## src/hw/rtl/fwrld_pkg.sv

```systemverilog
// Shared types, constants and a helper function of the firmware image run-length decoder.
package fwrld_pkg;

    // Field widths.
    localparam int ADDR_W      = 32;
    localparam int WORD_W      = 32;
    localparam int BYTE_W      = 8;
    localparam int ACTION_W    = 2;
    localparam int COUNT_W     = 31;
    localparam int RUN_LEN_W   = 9;
    localparam int CFG_INDEX_W = 3;
    localparam int CFG_DATA_W  = 32;

    // Default depth of the command queue between front and back.
    localparam int QUEUE_DEPTH = 4;

    // Register reset values.
    localparam logic [BYTE_W-1:0] LITERAL_OP_BASE_RESET = 8'd0;
    localparam logic [BYTE_W-1:0] ZERO_OP_BASE_RESET    = 8'd64;
    localparam logic [BYTE_W-1:0] NOP_OP_BASE_RESET     = 8'd128;
    localparam logic [WORD_W-1:0] NOP_WORD_RESET        = 32'h7040_0101;

    // Input action codes.
    typedef enum logic [ACTION_W-1:0] {
        ACT_BEGIN = 2'd0,
        ACT_BYTE  = 2'd1,
        ACT_END   = 2'd2
    } action_t;

    // Configuration register indexes.
    typedef enum logic [CFG_INDEX_W-1:0] {
        REG_WINDOW_BASE     = 3'd0,
        REG_IMAGE_START     = 3'd1,
        REG_WINDOW_END      = 3'd2,
        REG_LITERAL_OP_BASE = 3'd3,
        REG_ZERO_OP_BASE    = 3'd4,
        REG_NOP_OP_BASE     = 3'd5,
        REG_NOP_WORD        = 3'd6
    } reg_index_t;

    // Configuration register set.
    typedef struct packed {
        logic [ADDR_W-1:0] window_base;
        logic [ADDR_W-1:0] image_start;
        logic [ADDR_W-1:0] window_end;
        logic [BYTE_W-1:0] literal_op_base;
        logic [BYTE_W-1:0] zero_op_base;
        logic [BYTE_W-1:0] nop_op_base;
        logic [WORD_W-1:0] nop_word;
    } cfg_t;

    // Kinds of command handed from front to back.
    typedef enum logic [1:0] {
        CMD_BEGIN = 2'd0,
        CMD_RUN   = 2'd1,
        CMD_END   = 2'd2
    } cmd_kind_t;

    // One classified command: the back part resolves addresses and counts.
    typedef struct packed {
        cmd_kind_t              kind;
        logic [WORD_W-1:0]      value;
        logic [RUN_LEN_W-1:0]   run_len;
        logic                   status;
    } cmd_t;

    // Number of 32-bit words needed to cover [from_addr, to_addr), zero if empty.
    function automatic logic [COUNT_W-1:0] words_to(input logic [ADDR_W-1:0] from_addr,
                                                    input logic [ADDR_W-1:0] to_addr);
        logic [ADDR_W:0] span;
        begin
            span = {1'b0, to_addr - from_addr} + 33'd3;
            if (from_addr >= to_addr)
                words_to = '0;
            else
                words_to = span[ADDR_W:2];
        end
    endfunction

endpackage

```

## src/hw/rtl/fwrld_if.sv

```systemverilog
// Channel interfaces of the decoder: input items, result items and configuration writes.
interface fwrld_item_if import fwrld_pkg::*; ();
    logic                valid;
    logic                ready;
    logic [ACTION_W-1:0] action;
    logic [BYTE_W-1:0]   byte_value;

    modport source (output valid, action, byte_value, input ready);
    modport sink (input valid, action, byte_value, output ready);
endinterface

interface fwrld_result_if import fwrld_pkg::*; ();
    logic               valid;
    logic               ready;
    logic [ADDR_W-1:0]  word_address;
    logic [WORD_W-1:0]  word_value;
    logic [COUNT_W-1:0] repeat_count;
    logic               last;
    logic               status;

    modport source (output valid, word_address, word_value, repeat_count, last, status,
                    input ready);
    modport sink (input valid, word_address, word_value, repeat_count, last, status,
                  output ready);
endinterface

interface fwrld_cfg_if import fwrld_pkg::*; ();
    logic                   valid;
    logic                   ready;
    logic [CFG_INDEX_W-1:0] index;
    logic [CFG_DATA_W-1:0]  data;

    modport source (output valid, index, data, input ready);
    modport sink (input valid, index, data, output ready);
endinterface

```

## src/hw/rtl/fwrld_front.sv

```systemverilog
// Front part: accepts input transactions, tracks stream state and classifies opcodes.
module fwrld_front import fwrld_pkg::*; (
    input  logic         clk,
    input  logic         rst_n,
    fwrld_item_if.sink   item,
    input  cfg_t         cfg_regs,
    input  logic         queue_full,
    output logic         push,
    output cmd_t         push_cmd
);

    typedef enum logic [1:0] {
        PH_IDLE,
        PH_OPCODE,
        PH_LITERAL
    } phase_t;

    phase_t              phase_reg, phase_next;
    logic [1:0]          lane_reg, lane_next;
    logic [23:0]         partial_reg, partial_next;
    logic [BYTE_W-1:0]   left_reg, left_next;
    logic [ADDR_W-1:0]   bytes_seen_reg, bytes_seen_next;
    logic                range_err_reg, range_err_next;

    logic                accept;
    logic [ADDR_W-1:0]   bytes_seen_sat;
    logic                overrun;
    logic                err_after_byte;
    logic [BYTE_W-1:0]   b;
    logic [BYTE_W-1:0]   run_base;

    // A transaction is taken whenever the queue has room.
    assign item.ready = !queue_full;
    assign accept     = item.valid && item.ready;
    assign b          = item.byte_value;

    // Saturating byte count and the mid-stream window check.
    assign bytes_seen_sat = (bytes_seen_reg == '1) ? bytes_seen_reg : bytes_seen_reg + 32'd1;
    assign overrun = ({1'b0, cfg_regs.image_start} + {1'b0, bytes_seen_sat})
                     > {1'b0, cfg_regs.window_end};
    assign err_after_byte = range_err_reg || overrun;
    assign run_base = (b < cfg_regs.nop_op_base) ? cfg_regs.zero_op_base
                                                 : cfg_regs.nop_op_base;

    // Next-state and command generation.
    always_comb
    begin
        phase_next       = phase_reg;
        lane_next        = lane_reg;
        partial_next     = partial_reg;
        left_next        = left_reg;
        bytes_seen_next  = bytes_seen_reg;
        range_err_next   = range_err_reg;
        push             = 1'b0;
        push_cmd.kind    = CMD_RUN;
        push_cmd.value   = '0;
        push_cmd.run_len = RUN_LEN_W'(1);
        push_cmd.status  = range_err_reg;

        if (accept)
        begin
            unique case (item.action)
                ACT_BEGIN:
                begin
                    phase_next      = PH_OPCODE;
                    lane_next       = '0;
                    partial_next    = '0;
                    left_next       = '0;
                    bytes_seen_next = '0;
                    range_err_next  = (cfg_regs.window_base > cfg_regs.image_start)
                                      || (cfg_regs.image_start > cfg_regs.window_end);
                    push            = 1'b1;
                    push_cmd.kind   = CMD_BEGIN;
                    push_cmd.status = range_err_next;
                end
                ACT_END:
                begin
                    if (phase_reg != PH_IDLE)
                    begin
                        phase_next    = PH_IDLE;
                        lane_next     = '0;
                        partial_next  = '0;
                        left_next     = '0;
                        push          = 1'b1;
                        push_cmd.kind = CMD_END;
                    end
                end
                ACT_BYTE:
                begin
                    if (phase_reg != PH_IDLE)
                    begin
                        bytes_seen_next = bytes_seen_sat;
                        range_err_next  = err_after_byte;
                        push_cmd.status = err_after_byte;
                        if (phase_reg == PH_LITERAL)
                        begin
                            // Assemble literal words most significant byte first.
                            if (lane_reg != 2'd3)
                            begin
                                partial_next = {partial_reg[15:0], b};
                                lane_next    = lane_reg + 2'd1;
                            end
                            else
                            begin
                                push           = 1'b1;
                                push_cmd.value = {partial_reg, b};
                                lane_next      = '0;
                                partial_next   = '0;
                                if (left_reg == '0)
                                    phase_next = PH_OPCODE;
                                else
                                    left_next = left_reg - 8'd1;
                            end
                        end
                        else if (b < cfg_regs.zero_op_base)
                        begin
                            phase_next   = PH_LITERAL;
                            lane_next    = '0;
                            partial_next = '0;
                            left_next    = b - cfg_regs.literal_op_base;
                        end
                        else
                        begin
                            // Zero or no-op run of one to 256 words.
                            push             = 1'b1;
                            push_cmd.value   = (b < cfg_regs.nop_op_base) ? '0
                                                                          : cfg_regs.nop_word;
                            push_cmd.run_len = {1'b0, b - run_base} + 9'd1;
                        end
                    end
                end
                default:
                begin
                end
            endcase
        end
    end

    // Stream state registers.
    always_ff @(posedge clk or negedge rst_n)
    begin
        if (!rst_n)
        begin
            phase_reg      <= PH_IDLE;
            lane_reg       <= '0;
            partial_reg    <= '0;
            left_reg       <= '0;
            bytes_seen_reg <= '0;
            range_err_reg  <= 1'b0;
        end
        else
        begin
            phase_reg      <= phase_next;
            lane_reg       <= lane_next;
            partial_reg    <= partial_next;
            left_reg       <= left_next;
            bytes_seen_reg <= bytes_seen_next;
            range_err_reg  <= range_err_next;
        end
    end

endmodule

```

## src/hw/rtl/fwrld_queue.sv

```systemverilog
// Command queue that decouples the front part from the back part.
module fwrld_queue import fwrld_pkg::*; #(
    parameter int DEPTH = QUEUE_DEPTH
) (
    input  logic clk,
    input  logic rst_n,
    input  logic push,
    input  cmd_t push_cmd,
    input  logic pop,
    output cmd_t head,
    output logic full,
    output logic empty
);

    localparam int PTR_W = (DEPTH > 1) ? $clog2(DEPTH) : 1;
    localparam int CNT_W = $clog2(DEPTH + 1);

    cmd_t             entries [DEPTH];
    logic [PTR_W-1:0] wr_ptr_reg;
    logic [PTR_W-1:0] rd_ptr_reg;
    logic [CNT_W-1:0] count_reg;

    assign head  = entries[rd_ptr_reg];
    assign full  = (count_reg == CNT_W'(DEPTH));
    assign empty = (count_reg == '0);

    // Entry storage.
    always_ff @(posedge clk)
    begin
        if (push)
            entries[wr_ptr_reg] <= push_cmd;
    end

    // Pointers and fill count.
    always_ff @(posedge clk or negedge rst_n)
    begin
        if (!rst_n)
        begin
            wr_ptr_reg <= '0;
            rd_ptr_reg <= '0;
            count_reg  <= '0;
        end
        else
        begin
            if (push)
                wr_ptr_reg <= (wr_ptr_reg == PTR_W'(DEPTH - 1)) ? '0
                                                                : wr_ptr_reg + PTR_W'(1);
            if (pop)
                rd_ptr_reg <= (rd_ptr_reg == PTR_W'(DEPTH - 1)) ? '0
                                                                : rd_ptr_reg + PTR_W'(1);
            if (push && !pop)
                count_reg <= count_reg + CNT_W'(1);
            else if (pop && !push)
                count_reg <= count_reg - CNT_W'(1);
        end
    end

endmodule

```

## src/hw/rtl/fwrld_back.sv

```systemverilog
// Back part: resolves run addresses and counts and drives the result register.
module fwrld_back import fwrld_pkg::*; (
    input  logic           clk,
    input  logic           rst_n,
    input  cfg_t           cfg_regs,
    input  logic           queue_empty,
    input  cmd_t           head,
    output logic           pop,
    fwrld_result_if.source result
);

    logic               out_valid_reg;
    logic [ADDR_W-1:0]  next_addr_reg;
    logic [ADDR_W-1:0]  addr_reg;
    logic [WORD_W-1:0]  value_reg;
    logic [COUNT_W-1:0] count_reg;
    logic               last_reg;
    logic               status_reg;

    logic [ADDR_W-1:0]  from_addr;
    logic [ADDR_W-1:0]  to_addr;
    logic [COUNT_W-1:0] count;
    logic [ADDR_W-1:0]  next_addr;

    // Take the next command when the result register is free or being emptied.
    assign pop = !queue_empty && (!out_valid_reg || result.ready);

    // Begin runs start at the window base, all others at the running address.
    assign from_addr = (head.kind == CMD_BEGIN) ? cfg_regs.window_base : next_addr_reg;
    assign to_addr   = (head.kind == CMD_BEGIN) ? cfg_regs.image_start : cfg_regs.window_end;
    assign count     = (head.kind == CMD_RUN)
                       ? {{(COUNT_W - RUN_LEN_W){1'b0}}, head.run_len}
                       : words_to(from_addr, to_addr);
    assign next_addr = from_addr + {count[ADDR_W-3:0], 2'b00};

    // Valid flag and running address.
    always_ff @(posedge clk or negedge rst_n)
    begin
        if (!rst_n)
        begin
            out_valid_reg <= 1'b0;
            next_addr_reg <= '0;
        end
        else if (pop)
        begin
            out_valid_reg <= 1'b1;
            next_addr_reg <= next_addr;
        end
        else if (result.ready)
        begin
            out_valid_reg <= 1'b0;
        end
    end

    // Result payload.
    always_ff @(posedge clk)
    begin
        if (pop)
        begin
            addr_reg   <= from_addr;
            value_reg  <= head.value;
            count_reg  <= count;
            last_reg   <= (head.kind == CMD_END);
            status_reg <= head.status;
        end
    end

    assign result.valid        = out_valid_reg;
    assign result.word_address = addr_reg;
    assign result.word_value   = value_reg;
    assign result.repeat_count = count_reg;
    assign result.last         = last_reg;
    assign result.status       = status_reg;

endmodule

```

## src/hw/rtl/firmware_image_run_length_decoder_top.sv

```systemverilog
// Top level of the firmware image run-length decoder: registers, front, queue and back.
// The decoder takes one input transaction per clock cycle while the queue has room and
// delivers at most one result transaction per cycle. For an item that causes a result,
// the front part classifies the item and updates the stream state in the accept cycle,
// the command is written into the queue at the accepting edge, and once the result
// register is free or being emptied, the back part takes the command from the queue and
// resolves the run address and word count into the result register. A queue of
// QueueDepth commands lets either side stall on its own; input is refused only while the
// queue is full. Each run, including the begin and end padding, is one result with a
// repeat count, so the rate does not depend on run length.
// Configuration writes are taken in every cycle and belong to idle periods.
module firmware_image_run_length_decoder_top import fwrld_pkg::*; #(
    parameter int QueueDepth = QUEUE_DEPTH
) (
    input  logic           clk,
    input  logic           rst_n,
    fwrld_item_if.sink     item,
    fwrld_result_if.source result,
    fwrld_cfg_if.sink      cfg
);

    cfg_t cfg_reg;
    logic push;
    cmd_t push_cmd;
    logic pop;
    cmd_t head;
    logic queue_full;
    logic queue_empty;

    // Configuration register file.
    assign cfg.ready = 1'b1;

    always_ff @(posedge clk or negedge rst_n)
    begin
        if (!rst_n)
        begin
            cfg_reg.window_base     <= '0;
            cfg_reg.image_start     <= '0;
            cfg_reg.window_end      <= '0;
            cfg_reg.literal_op_base <= LITERAL_OP_BASE_RESET;
            cfg_reg.zero_op_base    <= ZERO_OP_BASE_RESET;
            cfg_reg.nop_op_base     <= NOP_OP_BASE_RESET;
            cfg_reg.nop_word        <= NOP_WORD_RESET;
        end
        else if (cfg.valid && cfg.ready)
        begin
            unique case (cfg.index)
                REG_WINDOW_BASE:     cfg_reg.window_base     <= cfg.data;
                REG_IMAGE_START:     cfg_reg.image_start     <= cfg.data;
                REG_WINDOW_END:      cfg_reg.window_end      <= cfg.data;
                REG_LITERAL_OP_BASE: cfg_reg.literal_op_base <= cfg.data[BYTE_W-1:0];
                REG_ZERO_OP_BASE:    cfg_reg.zero_op_base    <= cfg.data[BYTE_W-1:0];
                REG_NOP_OP_BASE:     cfg_reg.nop_op_base     <= cfg.data[BYTE_W-1:0];
                REG_NOP_WORD:        cfg_reg.nop_word        <= cfg.data;
                default:
                begin
                end
            endcase
        end
    end

    // Front part: stream state and opcode classification.
    fwrld_front u_front (
        .clk        (clk),
        .rst_n      (rst_n),
        .item       (item),
        .cfg_regs   (cfg_reg),
        .queue_full (queue_full),
        .push       (push),
        .push_cmd   (push_cmd)
    );

    // Command queue between the two parts.
    fwrld_queue #(
        .DEPTH (QueueDepth)
    ) u_queue (
        .clk      (clk),
        .rst_n    (rst_n),
        .push     (push),
        .push_cmd (push_cmd),
        .pop      (pop),
        .head     (head),
        .full     (queue_full),
        .empty    (queue_empty)
    );

    // Back part: addresses, counts and the result register.
    fwrld_back u_back (
        .clk         (clk),
        .rst_n       (rst_n),
        .cfg_regs    (cfg_reg),
        .queue_empty (queue_empty),
        .head        (head),
        .pop         (pop),
        .result      (result)
    );

endmodule

```

## src/flat_wrapper.sv

```systemverilog
// flat-port wrapper written by rule: the top's interface ports become plain ports
module firmware_image_run_length_decoder_top_flat import fwrld_pkg::*;
#(
    parameter int QueueDepth = QUEUE_DEPTH
)
  (clk, rst_n, item_valid, item_action, item_byte_value, item_ready, result_valid, result_word_address, result_word_value, result_repeat_count, result_last, result_status, result_ready, cfg_valid, cfg_index, cfg_data, cfg_ready);
  fwrld_item_if item_i ();
  fwrld_result_if result_i ();
  fwrld_cfg_if cfg_i ();
  input  logic clk;
  input  logic rst_n;
  input wire logic [$bits(item_i.valid)-1:0] item_valid;
  input wire logic [$bits(item_i.action)-1:0] item_action;
  input wire logic [$bits(item_i.byte_value)-1:0] item_byte_value;
  output wire logic [$bits(item_i.ready)-1:0] item_ready;
  output wire logic [$bits(result_i.valid)-1:0] result_valid;
  output wire logic [$bits(result_i.word_address)-1:0] result_word_address;
  output wire logic [$bits(result_i.word_value)-1:0] result_word_value;
  output wire logic [$bits(result_i.repeat_count)-1:0] result_repeat_count;
  output wire logic [$bits(result_i.last)-1:0] result_last;
  output wire logic [$bits(result_i.status)-1:0] result_status;
  input wire logic [$bits(result_i.ready)-1:0] result_ready;
  input wire logic [$bits(cfg_i.valid)-1:0] cfg_valid;
  input wire logic [$bits(cfg_i.index)-1:0] cfg_index;
  input wire logic [$bits(cfg_i.data)-1:0] cfg_data;
  output wire logic [$bits(cfg_i.ready)-1:0] cfg_ready;
  assign item_i.valid = item_valid;
  assign item_i.action = item_action;
  assign item_i.byte_value = item_byte_value;
  assign item_ready = item_i.ready;
  assign result_valid = result_i.valid;
  assign result_word_address = result_i.word_address;
  assign result_word_value = result_i.word_value;
  assign result_repeat_count = result_i.repeat_count;
  assign result_last = result_i.last;
  assign result_status = result_i.status;
  assign result_i.ready = result_ready;
  assign cfg_i.valid = cfg_valid;
  assign cfg_i.index = cfg_index;
  assign cfg_i.data = cfg_data;
  assign cfg_ready = cfg_i.ready;
  firmware_image_run_length_decoder_top #(.QueueDepth(QueueDepth)) u_core (.clk(clk), .rst_n(rst_n), .item(item_i), .result(result_i), .cfg(cfg_i));
endmodule
```

## config.mk

```make
export PLATFORM = sky130hd
export DESIGN_NAME = firmware_image_run_length_decoder_top_flat
export DESIGN_NICKNAME = d
export VERILOG_FILES = /design/src/hw/rtl/fwrld_pkg.sv /design/src/hw/rtl/fwrld_if.sv /design/src/hw/rtl/fwrld_front.sv /design/src/hw/rtl/fwrld_queue.sv /design/src/hw/rtl/fwrld_back.sv /design/src/hw/rtl/firmware_image_run_length_decoder_top.sv /design/src/flat_wrapper.sv
export SDC_FILE = /design/constraint.sdc
export NUM_CORES = 1
export LEC_CHECK = 0
export ABC_CLOCK_PERIOD_IN_PS = 11400
export CORE_ASPECT_RATIO = 0.5
export CORE_UTILIZATION = 55
export CTS_BUF_LIST = sky130_fd_sc_hd__clkbuf_8
export DETAILED_ROUTE_END_ITERATION = 10
export DONT_BUFFER_PORTS = 1
export PLACE_DENSITY = 0.7
export SYNTH_ARGS = -nofsm -noshare
export SYNTH_HDL_FRONTEND = slang
export SYNTH_SLANG_ARGS = --single-unit
```

## constraint.sdc

```tcl
create_clock -name clk -period 11.4 [get_ports clk]
set_clock_uncertainty 0.2 [all_clocks]
set_input_delay 1.71 -clock clk [delete_from_list [all_inputs] [get_ports clk]]
set_output_delay 1.71 -clock clk [all_outputs]
set_load 0.1 [all_outputs]
```

### Word level (Yosys, flattened, before mapping)

Memories as Yosys holds them, arrays and structs flattened.
Index checks and enable logic that the tools add are counted.

* add/subtract/negate cells: 14
* magnitude comparators: 6
* eq/ne operators: 22
* muxes and demuxes: 61
* reductions and logical operators: 34

Operators by type and width (count)
* two-way mux 32 bit: 7
* two-way mux 24 bit: 5
* two-way mux 41 bit: 2
* one-hot mux 24 bit (3 select lines): 1
* greater-than comparator 32 bit: 2
* one-hot mux 32 bit (2 select lines): 1
* two-way mux 30 bit: 2
* two-way mux 8 bit: 7
* two-way mux 44 bit: 1
* two-way mux 42 bit: 1
* adder 32 x 2 -> 33 bit, second input constant: 1
* adder 32 x 32 -> 33 bit: 1
* greater-than comparator 33 x 32 -> 1 bit: 1
* adder 32 x 1 -> 32 bit, second input constant: 1
* adder 32 bit: 1
* equality test 32 bit, second input constant: 1
* >= comparator 32 bit: 1
* subtractor 32 bit: 1
* two-way mux 2 bit: 13
* one-hot mux 8 bit (3 select lines): 1
* < comparator 8 bit: 2
* subtractor 8 bit: 2
* AND reduction 2 bit: 7
* AND reduction 7 bit: 2
* 30 further kinds: 73

* register bits: 358
* memory bits (writable): 176
* bits of input ports: 50
* word-level logic and storage cells: 162
* memories kept: 1

Memories
* u_core.u_queue.entries: words 4, bits a word 44, read ports 1, clocked after Yosys merged registers in 0, write ports 1, line fwrld_queue.sv:18 `cmd_t entries [DEPTH];`

### Depth between registers and ports, before layout

* depth in word-level cells: 10
* gate-level depth with buffers: 33
* gate-level depth less buffers: 31

### Modules after synthesis

From an unflattened synthesis, not the netlist that was laid out.

* cell total of the unflattened synthesis: 2898
* area, all modules: 31747.9 um^2

By module, submodules not included
* fwrld_front: times used 1, cells an instance 1261, area an instance 9730.6 um^2, seq. area each 1726.7 um^2
* fwrld_back: times used 1, cells an instance 1038, area an instance 9456.6 um^2, seq. area each 3738.6 um^2
* fwrld_queue: times used 1, cells an instance 267, area an instance 6826.5 um^2, seq. area each 5460.2 um^2
* firmware_image_run_length_decoder_top: times used 1, cells an instance 332, area an instance 5734.2 um^2, seq. area each 3813.7 um^2

### Least setup slack after synthesis

OpenSTA, ideal clock, no wires.

* path kind: flip-flop to flip-flop
* start point: register u_core.u_queue.rd_ptr_reg[0]
* end point: register u_core.u_back.next_addr_reg[31]
* library setup time: 0.130 ns
* arrival time: 7.548 ns
* required time: 11.070 ns
* slack: 3.521 ns
* cell stages (with the launch flop): 32
* path buffers: 5
* period minus slack after synthesis: 7.879 ns
* path through: dfrtp_1 buf_1 mux4_2 nor2_1 clkbuf_1 clkbuf_1 mux2i_1 ha_1 fa_1 nand2b_1 a21bo_2 a21o_1 a21oi_1 o31ai_1 a21oi_1 o311ai_0 buf_4 clkbuf_1 o22ai_1 ha_1 a211oi_1 o21a_1 o211a_1 o211a_1 o31ai_1 o311ai_0 a41oi_1 o21a_1 nor2_1 xnor2_1 xnor2_1 o21ai_1

* word-level cells in the longest chain between the ends: 8
* elaborated cells on any way between the ends: 11
* those cells by class: add/sub: 3; order compare: 1; eq/ne: 1; mux: 4; reduce/logical: 1; memory: 1

RTL lines
* start, declared: line fwrld_queue.sv:20 `logic [PTR_W-1:0] rd_ptr_reg;`
* start signal, assigned: line fwrld_queue.sv:49 `rd_ptr_reg <= (rd_ptr_reg == PTR_W'(DEPTH - 1)) ? '0`
* memory read (4 x 44 bit) (*)
* logical NOT 2 bit: line fwrld_back.sv:29, fwrld_back.sv:30
* two-way mux 32 bit (on tied branches): line fwrld_back.sv:30, fwrld_back.sv:29
* subtractor 32 bit: line fwrld_pkg.sv:72 `span = {1'b0, to_addr - from_addr} + 33'd3;`
* adder 32 x 2 -> 33 bit: line fwrld_pkg.sv:72
* two-way mux 30 bit: line fwrld_pkg.sv:73 `if (from_addr >= to_addr)`
* two-way mux 30 bit (*): line fwrld_back.sv:32 `? {{(COUNT_W - RUN_LEN_W){1'b0}}, head.run_len}`
* named net u_core.u_back.count[8]: line fwrld_back.sv:22 `logic [COUNT_W-1:0] count;`
* adder 32 bit (*): line fwrld_back.sv:34 `assign next_addr = from_addr + {count[ADDR_W-3:0], 2'b00};`
* end signal, assigned: line fwrld_back.sv:47 `next_addr_reg <= next_addr;`
* end, declared: line fwrld_back.sv:13 `logic [ADDR_W-1:0] next_addr_reg;`

Mark *: on every way through the listed nets, which the timed path passes. The rest lies on a longest branch.
A chain may end at the register's enable or synchronous reset.

==> run summary <==
## Run status
* finished, final reports clean — outcome

## CTS
* 0.69 ns — worst skew pair latency
* 0.06 ns — clock slew at the register clock pins of the worst setup and hold paths
* 534 — total number of clock tree sinks
* yes — TritonCTS clock tree
* 3 — H-tree levels
* 0 — number of hold buffers added after CTS
* 0 — buffers inserted by post-CTS timing repair
* 3 — number of buffers between clock root and the deepest sink
* 0 — number of resized instances in the post-cts repair step
* 78 — total CTS buffers
* sky130_fd_sc_hd__clkbuf_8 — Clk Tree Root Cell

## Route
* 77.9 mm — wire length after detailed routing
* 5.96 — Avg Vias per Cell
* 5 — TritonRoute pass-1 iters
* 0 — count of antenna-violating nets left after detailed routing
* 21.5 um — routed wire length per instance
* 21600 — routed via count
* 1916 — violation count after the first detailed-routing iteration
* 0 — number of remaining DRC errors

## Yosys
* 0.489 — share of flip-flops with an asynchronous set or reset
* sky130_fd_sc_hd__edfxtp_1 (27%), sky130_fd_sc_hd__dfrtp_1 (21%), sky130_fd_sc_hd__ha_1 (9.4%) — dominant cells by area after synthesis
* sky130_fd_sc_hd__edfxtp_1 — Most used DFF post-synth
* 0 — Synth warnings
* 94 — number of distinct library cell variants in the gate-level netlist after synthesis
* 0.269 — share of the synthesized area in the top cell type
* 534 — number of flip-flops and latches in the synthesized netlist
* sky130_fd_sc_hd__edfxtp_1 — post-synthesis cell type with the largest combined area
* 0.0305 mm^2 — synthesized area
* 0.483 — share of synthesized area occupied by flip-flops and latches
* 2802 — synthesized netlist cell count
* 10.9 um^2 — synthesized area per cell
* 3087 — net count after synthesis
* sky130_fd_sc_hd__nand2_1 — most repeated cell in the gate-level netlist after synthesis
* 273 — number of flops mapped to enable cells by yosys
* sky130_fd_sc_hd__nand2_1 (291), sky130_fd_sc_hd__edfxtp_1 (273), sky130_fd_sc_hd__dfrtp_1 (253), sky130_fd_sc_hd__o21ai_0 (249), sky130_fd_sc_hd__ha_1 (229) — cell types with the highest counts after synthesis

## Die
* 168 um — DIE HEIGHT
* 335 um — chip width
* 0.0564 mm^2 — Die Footprint
* 0.0543 mm^2 — placeable core area
* 150 — number of top-level pins
* 0.562 — initial core utilization
* 60 — number of cell rows

## Global routing
* 20900 — via count of the first global-routing pass
* 0 — overflow left after global routing
* 7 — number of antenna violations at the first check in global routing
* 121 mm — wire length of the first global-routing pass
* 0.280 — overall routing resource usage
* 262 — maximum number of pins on one net before global-route repair

## Timing
* 9.04 ns — final critical path time including I/O delays and setup
* 0.111 GHz — highest achievable clock rate
* 1.13 ns — slew at the pin with the worst max-slew slack
* 0.793 — share of the clock period used by the worst path
* 0 — final count of hold timing violations
* false — setup repair after global routing missed its margin
* 0 — number of pins exceeding their max-slew limit in the final report
* 0.247 — worst slew slack as a fraction of its limit
* 0 — Setup-failing EPs final
* 0 ns — total negative setup slack

## Critical path
* 9.10 ns — crit path DAT
* reg2reg — crit path kind
* 8 — maximum net fanout on the critical path
* sky130_fd_sc_hd__a21oi_1 — most repeated library cell on the critical path
* register — type of origin of the critical path
* 11.46 ns — critical path required time
* register — Worst setup EP type
* 0.87 ns — worst stage delay on the critical path
* sky130_fd_sc_hd__a221oi_1 — standard cell with the maximum stage delay on the critical path

## Place
* 57.1 mm — dpl hpwl
* 3471 — DP Cell Count
* 0 — buffers added on ports
* 0.896 — global placer's final weighted congestion

## Finish
* 0.117 — proportion of layout cells with a drive suffix above 1
* 176 — flip-flop count of the largest register after layout
* 7.70% — Area Growth Syn to Fin
* 3620 — non-filler instance count after layout
* 3092 — Final nets

## Flow run
* 0 — max capacitance violation total

## Min path
* reg2reg — worst hold path class

[area by class of cell]
cell class                      instances  area [um^2]
Fill cell                            4411        21400
Multi-Input combinational cell       2002        14800
Sequential cell                       534        14700
Clock buffer                           93         1280
Tap cell                              744          931
Inverter                              167          629
Clock inverter                         49          277
Timing Repair Buffer                   24          180
Antenna cell                            7         17.5
[kinds of logic after synthesis]
logic type      synth area share
buf+inv                   0.0343
xor+xnor                  0.0410
flops                      0.483
fa+ha+maj                 0.0979
mux                       0.0786
other cells             0.000123
compound gates             0.147
simple gates               0.118
[metrics by stage]
| stage | instance area, um^2 | utilization | worst slack, ns | hold slack [ns] |
|---|---|---|---|---|
| global placement | 31300 | 0.576 | 2.64 | 0.255 |
| CTS | 32800 | 0.605 | 2.59 | 0.282 |
| detailed placement | 31300 | 0.576 | 2.61 | 0.268 |
| finish | 32800 | 0.605 | 2.36 | 0.282 |
| global route | 32800 | 0.605 | 1.73 | 0.307 |
| floorplan | 30500 | - | 3.52 | 0.242 |
[per-layer routing]
layer,vias to the layer above,global-route usage,routed length [um]
met5,-,0,0
met4,0,0.0741,1800
met3,109,0.0746,5610
met2,615,0.432,35300
met1,10600,0.391,35200
li1,10300,-,-
[placed cells by master (no fill, tap or decap), drive strengths merged, types with 32 or more instances in the layout]
cell type    n
xnor2       91
clkbuf      93
dfrtp      253
a21o       114
nand3       53
mux2i       38
xor2        51
nand2b      32
mux2        93
nand4       38
nand2      291
nor3        38
o21ai      256
a22o        45
nor2       158
inv        196
a21oi      130
ha         229
edfxtp     273
mux4        43
[final timing paths]
kind                       slack, ns                                 to                               from  cells past startpoint
setup / recovery                2.36       u_core.u_queue.entries[1][0]  u_core.u_front.bytes_seen_reg[20]                     29
min in group asynchronous       0.54  u_core.u_front.bytes_seen_reg[26]                              rst_n                      0
max in group asynchronous       9.62         u_core.u_back.result.valid                              rst_n                      0
hold reg to reg                 0.28     u_core.u_back.next_addr_reg[2]     u_core.u_back.next_addr_reg[2]                      2
setup reg to reg                2.36       u_core.u_queue.entries[1][0]  u_core.u_front.bytes_seen_reg[20]                     29
hold / removal                  0.28     u_core.u_back.next_addr_reg[2]     u_core.u_back.next_addr_reg[2]                      2
[worst max-delay path, delay by kind of cell, from the launching register on]
family	cells	cell delay [ns]
adders and majority gates	2	0.70
DFF	1	0.46
and+or+nand+nor	6	1.57
AOI/OAI and AO/OA	19	5.06
muxes	1	0.46
xor gates and xnor gates	1	0.16
Power is not shown: default switching activity piles up to over one toggle a cycle in this logic, so the estimate is an artifact.
